File: config.mk
export PLATFORM = sky130hd
export DESIGN_NAME = ccpc_front
export DESIGN_NICKNAME = d
export VERILOG_FILES = /design/src/rtl/ccpc_pkg.sv /design/src/rtl/ccpc_front.sv
export SDC_FILE = /design/constraint.sdc
export NUM_CORES = 1
export LEC_CHECK = 0
export BUFFER_PORTS_ARGS = -buffer_cell sky130_fd_sc_hd__buf_2
export CAP_MARGIN = 20
export CORE_AREA = 2 2 121 123
export CTS_CLUSTER_SIZE = 25
export DETAILED_ROUTE_END_ITERATION = 8
export DIE_AREA = 0 0 123 125
export GPL_TIMING_DRIVEN = 0
export PLACE_DENSITY = 0.66
export REMOVE_ABC_BUFFERS = 1
export SKIP_LAST_GASP = 1
export SLEW_MARGIN = 10
export SYNTH_ARGS = -nofsm -noshare
export SYNTH_HDL_FRONTEND = slang
export SYNTH_SLANG_ARGS = --single-unit
File: constraint.sdc
create_clock -name i_clk -period 10.2 [get_ports i_clk]
set_input_delay 1.53 -clock i_clk [delete_from_list [all_inputs] [get_ports i_clk]]
set_output_delay 1.53 -clock i_clk [all_outputs]
set_load 0.1 [all_outputs]
File: src/rtl/ccpc_pkg.sv
// ----------------------------------------------------------------------------
// ccpc_pkg
// Shared types, constants and the crc-16/modbus word update for the
// command packet checker.
// ----------------------------------------------------------------------------
package ccpc_pkg;

    localparam logic [15:0] CRC_INIT  = 16'hFFFF;
    localparam logic [15:0] CRC_POLY  = 16'hA001;
    localparam logic [15:0] BYTE_MASK = 16'h00FF;

    localparam int unsigned NUM_VERDICTS = 5;
    localparam int unsigned CFG_AW      = 4;

    // register indexes on the configuration port
    localparam logic [1:0] REG_HEADER  = 2'd0;
    localparam logic [1:0] REG_PAYLOAD = 2'd1;
    localparam logic [1:0] REG_COMMAND = 2'd2;

    typedef enum logic [2:0] {
        V_OK      = 3'd0,
        V_HEADER  = 3'd1,
        V_LENGTH  = 3'd2,
        V_CRC     = 3'd3,
        V_UNKNOWN = 3'd4
    } t_verdict;

    typedef struct packed {
        t_verdict    verdict;
        logic [15:0] command_id;
        logic [31:0] parameter_res;
    } t_event;

    // front to queue
    typedef struct packed {
        logic   valid;
        t_event ev;
    } t_push;

    // queue to back
    typedef struct packed {
        logic   valid;
        t_event ev;
    } t_head;

    typedef struct packed {
        logic [15:0] header_word;
        logic [4:0]  payload_limit;
        logic [15:0] command_limit;
    } t_cfg;

    function automatic logic [15:0] crc_byte(logic [15:0] crc, logic [7:0] b);
        logic [15:0] c;
        c = crc ^ (16'(b) & BYTE_MASK);
        for (int k = 0; k < 8; k++) begin
            c = c[0] ? ((c >> 1) ^ CRC_POLY) : (c >> 1);
        end
        return c;
    endfunction

    // high byte first
    function automatic logic [15:0] crc_word(logic [15:0] crc, logic [15:0] w);
        return crc_byte(crc_byte(crc, w[15:8]), w[7:0]);
    endfunction

endpackage

File: src/rtl/ccpc_front.sv
// ----------------------------------------------------------------------------
// ccpc_front
// Word parser: tracks the packet position, runs the crc and pushes one
// verdict event per finished packet into the queue.
// ----------------------------------------------------------------------------
module ccpc_front #(
    parameter int unsigned MAX_PAYLOAD = 16
) (
    input  logic          i_clk,
    input  logic          i_rst_n,
    input  logic          i_valid,
    input  logic [15:0]   i_word,
    input  logic          i_start_req,
    input  logic          i_full,
    input  ccpc_pkg::t_cfg i_cfg,
    output logic          o_ready,
    output ccpc_pkg::t_push o_push
);
    import ccpc_pkg::*;

    localparam int unsigned LW = $clog2(MAX_PAYLOAD + 1);
    localparam int unsigned IW = $clog2(MAX_PAYLOAD + 4);

    logic          r_open,  n_open;
    logic [IW-1:0] r_index, n_index;
    logic [15:0]   r_crc,   n_crc;
    logic [15:0]   r_cmd,   n_cmd;
    logic [LW-1:0] r_len,   n_len;
    logic [31:0]   r_param, n_param;

    logic          accept;
    logic          open_eff;
    logic [IW-1:0] idx;
    logic [15:0]   crc;
    logic [15:0]   cmd;
    logic [LW-1:0] len;
    logic [31:0]   param;
    logic          emit;
    t_verdict      verdict;
    logic          cmd_ok;

    assign o_ready = !i_full;
    assign accept  = i_valid && o_ready;

    always_comb begin
        // a start drops any packet in progress
        open_eff = i_start_req || r_open;
        idx      = i_start_req ? '0       : r_index;
        crc      = i_start_req ? CRC_INIT : r_crc;
        cmd      = i_start_req ? '0       : r_cmd;
        len      = i_start_req ? '0       : r_len;
        param    = i_start_req ? '0       : r_param;
        emit     = 1'b0;
        verdict  = V_OK;
        cmd_ok   = (cmd != 16'd0) && (cmd <= i_cfg.command_limit);

        if (idx == IW'(0)) begin
            if (i_word != i_cfg.header_word) begin
                emit    = 1'b1;
                verdict = V_HEADER;
            end
        end else if (idx == IW'(1)) begin
            cmd = i_word;
        end else if (idx == IW'(2)) begin
            if ((i_word > 16'(i_cfg.payload_limit)) || (i_word > 16'(MAX_PAYLOAD))) begin
                emit    = 1'b1;
                verdict = V_LENGTH;
            end else begin
                len = i_word[LW-1:0];
            end
        end else if ((IW+1)'(idx) < (IW+1)'(len) + (IW+1)'(3)) begin
            if (idx == IW'(3)) begin
                param = (len >= LW'(2)) ? {i_word, 16'h0000} : {16'h0000, i_word};
            end else if (idx == IW'(4)) begin
                param = param | {16'h0000, i_word};
            end
        end else begin
            emit    = 1'b1;
            verdict = (i_word != crc) ? V_CRC : (cmd_ok ? V_OK : V_UNKNOWN);
        end

        n_open  = r_open;
        n_index = r_index;
        n_crc   = r_crc;
        n_cmd   = r_cmd;
        n_len   = r_len;
        n_param = r_param;
        o_push.valid            = 1'b0;
        o_push.ev.verdict       = verdict;
        o_push.ev.command_id    = (verdict == V_OK || verdict == V_UNKNOWN) ? cmd : 16'h0000;
        o_push.ev.parameter_res = (verdict == V_OK || verdict == V_UNKNOWN) ? param : 32'h0;

        if (accept && open_eff) begin
            n_cmd   = cmd;
            n_len   = len;
            n_param = param;
            if (emit) begin
                o_push.valid = 1'b1;
                n_open       = 1'b0;
                n_index      = idx;
                n_crc        = crc;
            end else begin
                n_open  = 1'b1;
                n_index = idx + IW'(1);
                n_crc   = crc_word(crc, i_word);
            end
        end
    end

    always_ff @(posedge i_clk) begin
        if (!i_rst_n) begin
            r_open  <= 1'b0;
            r_index <= '0;
            r_crc   <= CRC_INIT;
            r_cmd   <= '0;
            r_len   <= '0;
            r_param <= '0;
        end else begin
            r_open  <= n_open;
            r_index <= n_index;
            r_crc   <= n_crc;
            r_cmd   <= n_cmd;
            r_len   <= n_len;
            r_param <= n_param;
        end
    end

endmodule

Word-level counts from Yosys, hierarchy flattened --
Cells that the tools add are included.
Storage, ports and cells: bits in registers 75, input port bits 58, word-level logic and storage cells 104
Cells by class: add/sub/neg operators 2, order comparisons 5, equality and inequality tests 7, muxes and demuxes 55, bitwise gates (word level) 19, reductions and logical operators 10
Operators with widths (number):
- 16-bit two-way mux | 22
- 32-bit two-way mux | 9
- 2-bit NOT with 3-bit output | 16
- 5-bit two-way mux | 7
- 16-bit inequality test | 2
- 32-bit by 16-bit bitwise OR with 32-bit output | 1
- 16-bit by 8-bit bitwise XOR with 16-bit output | 2
- 3-bit two-way mux | 6
- 16-bit by 5-bit greater-than comparator with 1-bit output | 1
- 16-bit by 5-bit greater-than comparator with 1-bit output, second input constant | 1
- 16-bit <= comparator | 1
- 16-bit nonzero test | 1
- 5-bit by 2-bit equality test with 1-bit output, second input constant | 2
- 1-bit two-way mux | 10
- 5-bit by 2-bit adder with 6-bit output, second input constant | 1
- 5-bit by 6-bit < comparator with 1-bit output | 1
- 5-bit by 1-bit adder with 5-bit output, second input constant | 1
- 5-bit by 1-bit equality test with 1-bit output, second input constant | 1
- 5-bit by 3-bit equality test with 1-bit output, second input constant | 1
- 5-bit by 2-bit greater-or-equal comparator with 1-bit output, second input constant | 1
- 5-bit logical NOT | 1
- 3-bit equality test, second input constant | 1
- 1-bit logical AND | 3
- 3-bit logical NOT | 1
- 3 further kinds | 5

Longest topological paths before layout --
Gate-level depths: netlist of run 1.
depth in word-level cells 36, depth in mapped cells 17, mapped depth without buffers 14

Worst setup path after synthesis of run 1 --
OpenSTA, ideal clock, no wires.
path kind input -> output, from in i_start_req, to out o_push[48] (netlist bit), arrival time 5.617 ns, required time 8.670 ns, setup slack 3.053 ns, stages on the path 12, buffers on the path 2, cells stage by stage inv_1 -> buf_2 -> clkbuf_1 -> nand2_1 -> ha_1 -> nor2_1 -> xor2_1 -> nand2_1 -> ha_1 -> o32a_1 -> nand2_1 -> o31ai_1
RTL lines:
- from (decl) | line ccpc_front.sv:13 | input logic i_start_req,
- to (decl) | line ccpc_front.sv:17 | output ccpc_pkg::t_push o_push

==> results of run 1 <==
## cells by family after synthesis
kind of cell,Yosys count
compound gates,185
xor+xnor,83
fa+ha+maj,31
buf+inv,98
flops,75
mux,17
simple gates,330
## synthesized netlist by cell type, types with 3 or more instances
| cell type | count |
|---|---|
| sky130_fd_sc_hd__inv_1 | 26 |
| sky130_fd_sc_hd__o21a_1 | 7 |
| sky130_fd_sc_hd__buf_1 | 8 |
| sky130_fd_sc_hd__nor3_1 | 14 |
| sky130_fd_sc_hd__o22ai_1 | 13 |
| sky130_fd_sc_hd__buf_4 | 6 |
| sky130_fd_sc_hd__nand4_1 | 6 |
| sky130_fd_sc_hd__a21boi_0 | 19 |
| sky130_fd_sc_hd__a21oi_1 | 24 |
| sky130_fd_sc_hd__and2_1 | 12 |
| sky130_fd_sc_hd__o21ai_0 | 16 |
| sky130_fd_sc_hd__nor4_1 | 12 |
| sky130_fd_sc_hd__o21ai_1 | 3 |
| sky130_fd_sc_hd__xor2_1 | 24 |
| sky130_fd_sc_hd__buf_2 | 20 |
| sky130_fd_sc_hd__ha_1 | 31 |
| sky130_fd_sc_hd__nand2b_1 | 3 |
| sky130_fd_sc_hd__nand3_1 | 7 |
| sky130_fd_sc_hd__mux2i_1 | 17 |
| sky130_fd_sc_hd__nand2_1 | 92 |
| sky130_fd_sc_hd__a31oi_1 | 22 |
| sky130_fd_sc_hd__a21o_1 | 4 |
| sky130_fd_sc_hd__dfxtp_1 | 75 |
| sky130_fd_sc_hd__and3_1 | 3 |
| sky130_fd_sc_hd__a22oi_1 | 54 |
| sky130_fd_sc_hd__nor3b_1 | 16 |
| sky130_fd_sc_hd__nor2b_1 | 76 |
| sky130_fd_sc_hd__xnor2_1 | 55 |
| sky130_fd_sc_hd__or2_2 | 3 |
| sky130_fd_sc_hd__clkbuf_1 | 36 |
| sky130_fd_sc_hd__nor2_1 | 78 |
## layout make-up
cell class	count	area (µm²)
fillers	1438	7131
multi-input cells	646	4290
flip-flops and latches	75	1501
repair buffers	120	679.4
clock buffers	14	264.0
well taps	184	230.2
inverters	26	97.59
clock inverters	2	10.01
## power breakdown
group          total [mW]  leakage (nW)  internal (mW)  switching (mW)
sequential          0.293         0.604          0.293     0.000000562
clock               0.302         0.137          0.177           0.124
combinational       0.125          2.13         0.0522          0.0727
total               0.720          2.87          0.523           0.197
## worst paths after layout
check                        endpoint  cells past startpoint                    start
min reg2reg   r_param[0]$_SDFFE_PN0P_                      2  r_param[0]$_SDFFE_PN0P_
max                        o_push[18]                     17              i_start_req
max reg2reg  r_param[24]$_SDFFE_PN0P_                     15    r_len[1]$_SDFFE_PN0P_
min           r_param[0]$_SDFFE_PN0P_                      2  r_param[0]$_SDFFE_PN0P_
## registers in the layout, summed over array words and instances (netlist names)
| signal | count |
|---|---|
| r_index | 5 |
| r_len | 5 |
| r_crc | 16 |
| r_cmd | 16 |
| r_param | 32 |
| r_open | 1 |
## cells in the final DEF, fill, tap and decap left out, types with 9 or more instances in the layout
cell type                   instances
sky130_fd_sc_hd__dfxtp_1           75
sky130_fd_sc_hd__xor2_1            24
sky130_fd_sc_hd__mux2i_1           17
sky130_fd_sc_hd__o21ai_0           15
sky130_fd_sc_hd__nor3b_1           16
sky130_fd_sc_hd__buf_2            109
sky130_fd_sc_hd__ha_1              31
sky130_fd_sc_hd__nor2_1            78
sky130_fd_sc_hd__a31oi_1           22
sky130_fd_sc_hd__clkbuf_16          9
sky130_fd_sc_hd__inv_1             26
sky130_fd_sc_hd__o22ai_1           13
sky130_fd_sc_hd__nor4_1            12
sky130_fd_sc_hd__a22oi_1           54
sky130_fd_sc_hd__nor3_1            14
sky130_fd_sc_hd__nand2_1           92
sky130_fd_sc_hd__and2_1            12
sky130_fd_sc_hd__a21oi_1           24
sky130_fd_sc_hd__a21boi_0          19
sky130_fd_sc_hd__xnor2_1           55
sky130_fd_sc_hd__nor2b_1           76
## through the flow
step	util, %	hold slack, ns	area (µm²)
after floorplan	-	0.4355	5874
after global placement	46.86	0.4438	6655
after detailed placement	47.60	0.4475	6761
after CTS	49.53	0.4553	7036
after global routing	49.80	0.4782	7073
final	49.80	0.4549	7073
## worst reg2reg max path, delay by kind of cell (launching register included)
family          cells  cell delay (ns)
buf+inv             3             0.62
fa+ha+maj           2             0.54
flops               1             0.39
xor+xnor            1             0.16
simple gates        5             1.02
compound gates      4             1.18
## metal layers
metal / up-vias / global-route usage (%) / share of wire (%)
met5: - / 0 / 0
met4: 0 / 6.551 / 1.6
met3: 25 / 3.148 / 6.0
met2: 176 / 35.81 / 45
met1: 2714 / 33.62 / 48
li1: 2938 / - / -
==> flow_summary.html, run 1 <==
<table>
<tr><th>Metric</th><th>Value</th></tr>
<tr><th colspan="2">Critical path</th></tr>
<tr><td>Bufs and invs on worst path</td><td>6</td></tr>
<tr><td>Family with the most delay on the worst path</td><td>buffers and inverters</td></tr>
<tr><td>Critical-path maximum fanout</td><td>between 80 and 90</td></tr>
<tr><td>CP Class</td><td>input pin to output pin</td></tr>
<tr><td>FF-to-FF setup slack</td><td>6.24 ns</td></tr>
<tr><td>Endpoint arrival time on the critical path</td><td>6.31 ns</td></tr>
<tr><td>Data required, critical path</td><td>8.67 ns</td></tr>
<tr><td>Type of origin of the critical path</td><td>input pin</td></tr>
<tr><td>Top cell by count, worst path</td><td>sky130_fd_sc_hd__buf_6</td></tr>
<tr><td>Slowest stage cell, crit path</td><td>sky130_fd_sc_hd__inv_1</td></tr>
<tr><td>Slowest cell delay on critical path</td><td>0.72 ns</td></tr>
<tr><td>Setup crit end kind</td><td>output pin</td></tr>
<tr><td>Cell chain of the critical path</td><td>buf_4 &gt; inv_1 &gt; nand2_1 &gt; ha_1 &gt; nor2_1 &gt; xor2_1 &gt; nand2_1 &gt; ha_1 &gt; a211oi_1 &gt; o21ai_1 &gt; a2111oi_4 &gt; buf_6 &gt; buf_6 &gt; buf_6 &gt; a31oi_1 &gt; nor2_1 &gt; buf_2</td></tr>
<tr><th colspan="2">Finish</th></tr>
<tr><td>Fraction of layout cells with a size suffix above 1</td><td>16.76%</td></tr>
<tr><td>Non-filler cells in the finished layout</td><td>1067</td></tr>
<tr><td>Diode insertion count for antenna repair</td><td>0</td></tr>
<tr><td>Total Nets Final</td><td>a little under 1000</td></tr>
<tr><td>Area growth, synth to finish</td><td>13.95%</td></tr>
<tr><th colspan="2">Clock tree</th></tr>
<tr><td>Clock latency reported for the late side of the worst-skew pair</td><td>0.35 ns</td></tr>
<tr><td>Hold buffers post-CTS</td><td>0</td></tr>
<tr><td>CTS-repair resized insts</td><td>0</td></tr>
<tr><td>TritonCTS clock tree</td><td>built</td></tr>
<tr><td>H-tree levels</td><td>3</td></tr>
<tr><td>Clock sink total</td><td>75</td></tr>
<tr><td>Post-CTS Setup Inserts</td><td>0</td></tr>
<tr><td>Buffer type at the clock tree root</td><td>sky130_fd_sc_hd__clkbuf_16</td></tr>
<tr><td>Clock buffers created by TritonCTS</td><td>9</td></tr>
<tr><td>Number of buffers on the longest clock path</td><td>2</td></tr>
<tr><td>Clock Pin Slew Worst Setup and Hold Paths</td><td>0.05 ns</td></tr>
<tr><th colspan="2">STA</th></tr>
<tr><td>Setup tns final</td><td>0 ns</td></tr>
<tr><td>RSZ-0062 raised after global routing</td><td>false</td></tr>
<tr><td>Transition time at the pin with the least slew margin</td><td>1.090 ns</td></tr>
<tr><td>Period minus WS final</td><td>approximately 7.8 ns</td></tr>
<tr><td>Worst clock skew</td><td>slightly below 0.005 ns</td></tr>
<tr><td>Post-route fraction of the period consumed by the critical path</td><td>76.86%</td></tr>
<tr><td>Final setup margin</td><td>2.360 ns</td></tr>
<tr><td>Highest attainable clock frequency</td><td>127.6 MHz</td></tr>
<tr><td>Number of failing hold endpoints at the final stage</td><td>0</td></tr>
<tr><td>Final Max Slew Viols</td><td>0</td></tr>
<tr><td>Max_slew headroom</td><td>27.08%</td></tr>
<tr><td>Number of endpoints failing setup at the final stage</td><td>0</td></tr>
<tr><th colspan="2">Logic synthesis</th></tr>
<tr><td>Count of flip-flops with a built-in enable after synthesis</td><td>0</td></tr>
<tr><td>Dominant synthesized flop cell</td><td>sky130_fd_sc_hd__dfxtp_1</td></tr>
<tr><td>Leading area contributor after synthesis</td><td>sky130_fd_sc_hd__dfxtp_1</td></tr>
<tr><td>Area share of the largest cell type after synthesis</td><td>between 20% and 30%</td></tr>
<tr><td>Netlist cell types</td><td>58</td></tr>
<tr><td>Mux cell area share after synthesis</td><td>2.741%</td></tr>
<tr><td>Combinational family with the most area after synthesis</td><td>simple AND/OR/NAND/NOR gates</td></tr>
<tr><td>Parity-gate share of the synthesized area counting xor and xnor cells</td><td>12.52%</td></tr>
<tr><td>Synth Area in Compound Gates</td><td>between 20% and 30%</td></tr>
<tr><td>Synthesized flop and latch total</td><td>75</td></tr>
<tr><td>Yosys warns</td><td>0</td></tr>
<tr><td>Simple-gate share of the synthesized area</td><td>a little over a quarter</td></tr>
<tr><td>Combined area of all synthesized cells</td><td>6207 µm²</td></tr>
<tr><td>Synthesized instance count</td><td>819</td></tr>
<tr><td>Fraction of synthesis flops using an asynchronous set or reset pin</td><td>0%</td></tr>
<tr><td>Dominant cells by area after synthesis</td><td>sky130_fd_sc_hd__dfxtp_1 (24%), sky130_fd_sc_hd__xnor2_1 (7.8%), sky130_fd_sc_hd__nor2b_1 (7.7%)</td></tr>
<tr><td>Fraction of the yosys area taken by sequential cells</td><td>24.19%</td></tr>
<tr><td>Avg Synthesized Cell Area</td><td>7.579 µm²</td></tr>
<tr><td>Share of synthesized cell area in full adder, half adder and majority cells</td><td>approximately 6.2%</td></tr>
<tr><th colspan="2">Routing</th></tr>
<tr><td>Average wire per cell in the routed design</td><td>16.60 µm</td></tr>
<tr><td>Number of design-rule violations left by the first detailed-router iteration</td><td>367</td></tr>
<tr><td>DRC errors left</td><td>0</td></tr>
<tr><td>Mean number of vias per cell</td><td>roughly 5.5</td></tr>
<tr><td>Final ANT Viol Nets</td><td>0</td></tr>
<tr><td>Total vias in the final route</td><td>5853</td></tr>
<tr><td>Total length of routed wires</td><td>between 15000 and 20000 µm</td></tr>
<tr><td>Detailed-router iteration count before antenna repair</td><td>6</td></tr>
<tr><th colspan="2">Global route</th></tr>
<tr><td>Antenna violations before repair</td><td>0</td></tr>
<tr><td>GRT Resource Usage Total</td><td>between 20% and 30%</td></tr>
<tr><td>Total grt overflow</td><td>0</td></tr>
<tr><td>Vias in the first global route</td><td>5299</td></tr>
<tr><td>First-pass GRT wire length</td><td>28240 µm</td></tr>
<tr><td>Pin count of the biggest net entering global routing</td><td>86</td></tr>
<tr><th colspan="2">Outcome</th></tr>
<tr><td>Outcome</td><td>finished clean</td></tr>
<tr><th colspan="2">Run</th></tr>
<tr><td>Max Cap Viol</td><td>0</td></tr>
<tr><th colspan="2">Power</th></tr>
<tr><td>Worst voltage drop across the vdd grid</td><td>0.06501 mV</td></tr>
<tr><td>Pleak</td><td>around 2.9 nW</td></tr>
<tr><td>Total power divided by cell area</td><td>between 100 and 150 nW/µm²</td></tr>
<tr><td>Overall Power</td><td>0.7197 mW</td></tr>
<tr><th colspan="2">Die</th></tr>
<tr><td>Initial Utilization</td><td>43.70%</td></tr>
<tr><td>Area of the die</td><td>15380 µm²</td></tr>
<tr><td>Die span in x</td><td>123 µm</td></tr>
<tr><td>Core footprint</td><td>14200 µm²</td></tr>
<tr><td>Die H</td><td>125 µm</td></tr>
<tr><td>IO Pins</td><td>111</td></tr>
<tr><td>Number of placement rows</td><td>44</td></tr>
<tr><th colspan="2">Hold path</th></tr>
<tr><td>Path class of the lowest-slack min-delay path</td><td>flop to flop</td></tr>
<tr><th colspan="2">Place</th></tr>
<tr><td>Routability congestion estimate</td><td>0.8444</td></tr>
<tr><td>Setup slack after placement</td><td>2.204 ns</td></tr>
<tr><td>Number of instances in the placed design</td><td>between 1000 and 1500</td></tr>
<tr><td>Post-DP HPWL</td><td>about 12000 µm</td></tr>
<tr><td>Port bufs</td><td>110</td></tr>
</table>
No activity file was read; power rests on OpenSTA's default activity.
==> inputs of run 2 (changes only) <==
--- a/config.mk
+++ b/config.mk
@@ -12,7 +12,7 @@
 export DETAILED_ROUTE_END_ITERATION = 8
 export DIE_AREA = 0 0 123 125
 export GPL_TIMING_DRIVEN = 0
-export PLACE_DENSITY = 0.66
+export PLACE_DENSITY = 0.68
 export REMOVE_ABC_BUFFERS = 1
 export SKIP_LAST_GASP = 1
 export SLEW_MARGIN = 10
==> constraint.sdc (replaced) <==
create_clock -name i_clk -period 6.8 [get_ports i_clk]
set_input_delay 1.02 -clock i_clk [delete_from_list [all_inputs] [get_ports i_clk]]
set_output_delay 1.02 -clock i_clk [all_outputs]
set_load 0.1 [all_outputs]
==> run 2 against run 1 <==
Count of clock-buffer cells in the layout is 2 lower. Die area stayed put. Sequential share of layout area hardly changed. Global-route usage is 0.67 points lower. Utilization hardly changed. Flip-flop and latch count stayed put. Critical path depth is 1 lower. Hold slack better by 0.0026 ns. Non-clock buffer count is 2 lower. Clock power is 54% higher. Setup slack worse by 1.8 ns.
==> flow_summary.html, run 2 (synthesis gave the netlist of run 1 again) <==
<table>
<tr><th>Metric</th><th>Value</th></tr>
<tr><th colspan="2">STA</th></tr>
<tr><td>Final setup margin</td><td>0.5124 ns (was 2.360 ns)</td></tr>
<tr><td>Setup tns final</td><td>0 ns (unchanged)</td></tr>
<tr><td>Max_slew headroom</td><td>26.76% (was 27.08%)</td></tr>
<tr><td>Number of endpoints failing setup at the final stage</td><td>0 (unchanged)</td></tr>
<tr><td>RSZ-0062 raised after global routing</td><td>false (unchanged)</td></tr>
<tr><td>Final Max Slew Viols</td><td>0 (unchanged)</td></tr>
<tr><td>Post-route fraction of the period consumed by the critical path</td><td>92.46%</td></tr>
<tr><td>Hold slack</td><td>0.4575 ns (was 0.4549 ns)</td></tr>
<tr><td>Worst clock skew</td><td>0.005791 ns (was 0.004904 ns)</td></tr>
<tr><td>Highest attainable clock frequency</td><td>159.0 MHz</td></tr>
<tr><td>Transition time at the pin with the least slew margin</td><td>1.095 ns (was 1.090 ns)</td></tr>
<tr><td>Number of failing hold endpoints at the final stage</td><td>0 (unchanged)</td></tr>
<tr><td>Period minus WS final</td><td>6.288 ns</td></tr>
<tr><th colspan="2">Routing</th></tr>
<tr><td>Wire length on met1</td><td>8197 µm (was 8414 µm)</td></tr>
<tr><td>Total length of routed wires</td><td>17580 µm (was 17710 µm)</td></tr>
<tr><td>Mean number of vias per cell</td><td>5.496 (was 5.485)</td></tr>
<tr><td>Average wire per cell in the routed design</td><td>16.50 µm (was 16.60 µm)</td></tr>
<tr><td>Met2 layer wire length in the routed design</td><td>7668 µm (was 7943 µm)</td></tr>
<tr><td>DRC errors left</td><td>0 (unchanged)</td></tr>
<tr><td>Top layer in use</td><td>met5 (was met4)</td></tr>
<tr><td>Detailed-routed wire length on met3</td><td>1357 µm (was 1062 µm)</td></tr>
<tr><td>Number of design-rule violations left by the first detailed-router iteration</td><td>488 (was 367)</td></tr>
<tr><td>Detailed-router iteration count before antenna repair</td><td>5 (was 6)</td></tr>
<tr><td>Total vias in the final route</td><td>5853 (unchanged)</td></tr>
<tr><td>Final ANT Viol Nets</td><td>0 (unchanged)</td></tr>
<tr><th colspan="2">Critical path</th></tr>
<tr><td>CP startpoint</td><td>i_start_req (unchanged)</td></tr>
<tr><td>CP Class</td><td>input pin to output pin (unchanged)</td></tr>
<tr><td>CP endpoint</td><td>o_push[30] (was o_push[18])</td></tr>
<tr><td>Cell chain of the critical path</td><td>buf_6 &gt; clkinvlp_4 &gt; nand2_1 &gt; ha_1 &gt; nor2_1 &gt; xor2_1 &gt; nand2_1 &gt; ha_1 &gt; a211oi_1 &gt; o21ai_1 &gt; a2111oi_4 &gt; buf_6 &gt; buf_6 &gt; a31oi_1 &gt; nor2_1 &gt; buf_2 (was buf_4 &gt; inv_1 &gt; nand2_1 &gt; ha_1 &gt; nor2_1 &gt; xor2_1 &gt; nand2_1 &gt; ha_1 &gt; a211oi_1 &gt; o21ai_1 &gt; a2111oi_4 &gt; buf_6 &gt; buf_6 &gt; buf_6 &gt; a31oi_1 &gt; nor2_1 &gt; buf_2)</td></tr>
<tr><td>Critical-path maximum fanout</td><td>86 (was 85)</td></tr>
<tr><td>Slowest cell delay on critical path</td><td>0.76 ns (was 0.72 ns)</td></tr>
<tr><td>R2R depth</td><td>13 (was 15)</td></tr>
<tr><td>Type of origin of the critical path</td><td>input pin (unchanged)</td></tr>
<tr><td>FF-to-FF setup slack</td><td>3.09 ns (was 6.24 ns)</td></tr>
<tr><td>Data required, critical path</td><td>5.78 ns (was 8.67 ns)</td></tr>
<tr><td>Top cell by count, worst path</td><td>sky130_fd_sc_hd__buf_6 (unchanged)</td></tr>
<tr><td>Capture instance of the worst register-to-register path</td><td>r_param[16]$_SDFFE_PN0P_ (was r_param[24]$_SDFFE_PN0P_)</td></tr>
<tr><td>Slowest stage cell, crit path</td><td>sky130_fd_sc_hd__a2111oi_4 (was sky130_fd_sc_hd__inv_1)</td></tr>
<tr><td>Endpoint arrival time on the critical path</td><td>5.27 ns (was 6.31 ns)</td></tr>
<tr><td>Setup crit end kind</td><td>output pin (unchanged)</td></tr>
<tr><td>RR Startpoint</td><td>r_len[0]$_SDFFE_PN0P_ (was r_len[1]$_SDFFE_PN0P_)</td></tr>
<tr><th colspan="2">Place</th></tr>
<tr><td>Setup slack after placement</td><td>-0.1447 ns (was 2.204 ns)</td></tr>
<tr><td>Post-DP HPWL</td><td>11710 µm (was 11810 µm)</td></tr>
<tr><td>Port bufs</td><td>110 (unchanged)</td></tr>
<tr><td>Number of instances in the placed design</td><td>1047 (unchanged)</td></tr>
<tr><td>Routability congestion estimate</td><td>0.8787 (was 0.8444)</td></tr>
<tr><th colspan="2">Finish</th></tr>
<tr><td>Commonest cells after routing, fill and taps aside</td><td>sky130_fd_sc_hd__buf_2 (109), sky130_fd_sc_hd__nand2_1 (92), sky130_fd_sc_hd__nor2_1 (78) (unchanged)</td></tr>
<tr><td>Area growth, synth to finish</td><td>14.01% (was 13.95%)</td></tr>
<tr><td>Utilization of the core after routing</td><td>49.82% (was 49.80%)</td></tr>
<tr><td>Flip-flop count of the largest register, all copies and words added</td><td>32 (unchanged)</td></tr>
<tr><td>Largest regs</td><td>r_param x32, r_cmd x16, r_crc x16 (unchanged)</td></tr>
<tr><td>Diode insertion count for antenna repair</td><td>0 (unchanged)</td></tr>
<tr><td>Non-filler cells in the finished layout</td><td>1065 (was 1067)</td></tr>
<tr><td>Commonest non-fill, non-tap cell in the layout</td><td>sky130_fd_sc_hd__buf_2 (unchanged)</td></tr>
<tr><td>Top reg by flops</td><td>r_param (unchanged)</td></tr>
<tr><td>Fraction of layout cells with a size suffix above 1</td><td>16.69% (was 16.76%)</td></tr>
<tr><td>Total Nets Final</td><td>966 (was 967)</td></tr>
<tr><th colspan="2">Clock tree</th></tr>
<tr><td>Clock latency reported for the late side of the worst-skew pair</td><td>0.34 ns (was 0.35 ns)</td></tr>
<tr><td>Number of buffers on the longest clock path</td><td>2 (unchanged)</td></tr>
<tr><td>Clock buffers created by TritonCTS</td><td>9 (unchanged)</td></tr>
<tr><td>Clock Pin Slew Worst Setup and Hold Paths</td><td>0.06 ns (was 0.05 ns)</td></tr>
<tr><td>TritonCTS clock tree</td><td>built (unchanged)</td></tr>
<tr><td>Buffer type at the clock tree root</td><td>sky130_fd_sc_hd__clkbuf_16 (unchanged)</td></tr>
<tr><td>Post-CTS Setup Inserts</td><td>0 (unchanged)</td></tr>
<tr><td>H-tree levels</td><td>3 (unchanged)</td></tr>
<tr><td>Clock sink total</td><td>75 (unchanged)</td></tr>
<tr><th colspan="2">Die</th></tr>
<tr><td>Core footprint</td><td>14200 µm² (unchanged)</td></tr>
<tr><td>Area of the die</td><td>15380 µm² (unchanged)</td></tr>
<tr><td>Die H</td><td>125 µm (unchanged)</td></tr>
<tr><td>Die span in x</td><td>123 µm (unchanged)</td></tr>
<tr><td>Number of placement rows</td><td>44 (unchanged)</td></tr>
<tr><td>IO Pins</td><td>111 (unchanged)</td></tr>
<tr><td>Initial Utilization</td><td>43.70% (unchanged)</td></tr>
<tr><th colspan="2">Global route</th></tr>
<tr><td>First-pass GRT wire length</td><td>27390 µm (was 28240 µm)</td></tr>
<tr><td>Total grt overflow</td><td>0 (unchanged)</td></tr>
<tr><td>GRT Resource Usage Total</td><td>22.53% (was 23.19%)</td></tr>
<tr><td>Pin count of the biggest net entering global routing</td><td>86 (unchanged)</td></tr>
<tr><td>Antenna violations before repair</td><td>1 (was 0)</td></tr>
<tr><td>Vias in the first global route</td><td>5160 (was 5299)</td></tr>
<tr><th colspan="2">Power</th></tr>
<tr><td>Pleak</td><td>2.858 nW (was 2.872 nW)</td></tr>
<tr><td>Worst voltage drop across the vdd grid</td><td>0.09045 mV (was 0.06501 mV)</td></tr>
<tr><td>Total power divided by cell area</td><td>154.3 nW/µm² (was 101.8 nW/µm²)</td></tr>
<tr><th colspan="2">Run</th></tr>
<tr><td>Max Cap Viol</td><td>0 (unchanged)</td></tr>
<tr><th colspan="2">Outcome</th></tr>
<tr><td>Outcome</td><td>finished clean (unchanged)</td></tr>
<tr><th colspan="2">Hold path</th></tr>
<tr><td>Path class of the lowest-slack min-delay path</td><td>flop to flop (unchanged)</td></tr>
</table>
==> run 2: cell count changes in the layout (fill, tap and decap cells not counted), sizes merged <==
cell      before  now
buf          120  118
clkbuf        14   12
inv           26   25
clkinvlp       0    2
bufinv         0    1
==> run 2: cell type report <==
type,instances,area [µm²]
fillers,1436,7127
multi-input cells,646,4298
flip-flops and latches,75,1501
repair buffers,118,664.4
clock buffers,12,236.5
well taps,184,230.2
inverters,26,101.3
clock inverters,3,40.04
repair inverters,1,5.005
==> run 2: metrics by stage <==
| stage | cell area [µm²] | total power, mW |
|---|---|---|
| after floorplan | 5874 | 0.5577 |
| after global placement | 6655 | 0.6318 |
| after detailed placement | 6761 | 0.6352 |
| after CTS | 7046 | 1.095 |
| after global routing | 7077 | 1.131 |
| final | 7077 | 1.092 |
==> run 2: what timing repair did <==
| item | in CTS | in global routing |
|---|---|---|
| cloned | 0 | 1 |
| hold buffers | 0 | 0 |
| setup endpoints to repair | 16 | 32 |
| resized for setup | 1 | 2 |
==> run 2: worst min-delay path by stage <==
| stage | startpoint | depth (start not counted) | endpoint | slack (ns) |
|---|---|---|---|---|
| floorplan | r_param[0]$_SDFFE_PN0P_ | 2 | r_param[0]$_SDFFE_PN0P_ | 0.44 |
| global placement | r_param[0]$_SDFFE_PN0P_ | 2 | r_param[0]$_SDFFE_PN0P_ | 0.44 |
| detailed placement | r_param[0]$_SDFFE_PN0P_ | 2 | r_param[0]$_SDFFE_PN0P_ | 0.45 |
| CTS | r_param[0]$_SDFFE_PN0P_ | 2 | r_param[0]$_SDFFE_PN0P_ | 0.46 |
| global route | r_param[12]$_SDFFE_PN0P_ | 2 | r_param[12]$_SDFFE_PN0P_ | 0.48 |
| finish | r_param[0]$_SDFFE_PN0P_ | 2 | r_param[0]$_SDFFE_PN0P_ | 0.46 |
==> run 2: routing by layer <==
layer | up-vias | global-route usage [%]
met5 | - | 0
met4 | 2 | 6.885
met3 | 30 | 3.695
met2 | 220 | 34.48
met1 | 2668 | 32.33
li1 | 2933 | -
==> run 2: where the power goes <==
part | leakage (nW) | total (mW) | switching, mW | internal [mW]
logic | 2.12 | 0.188 | 0.109 | 0.0787
registers | 0.604 | 0.439 | 0.000000838 | 0.439
clock network | 0.136 | 0.465 | 0.184 | 0.281
==> run 2: critical path: cells and delay by family <==
kind	cells	cell delay [ns]
AOI/OAI and AO/OA	4	1.30
xor gates and xnor gates	1	0.13
adders and majority gates	2	0.41
buffers and inverters	5	1.90
and+or+nand+nor	4	0.47
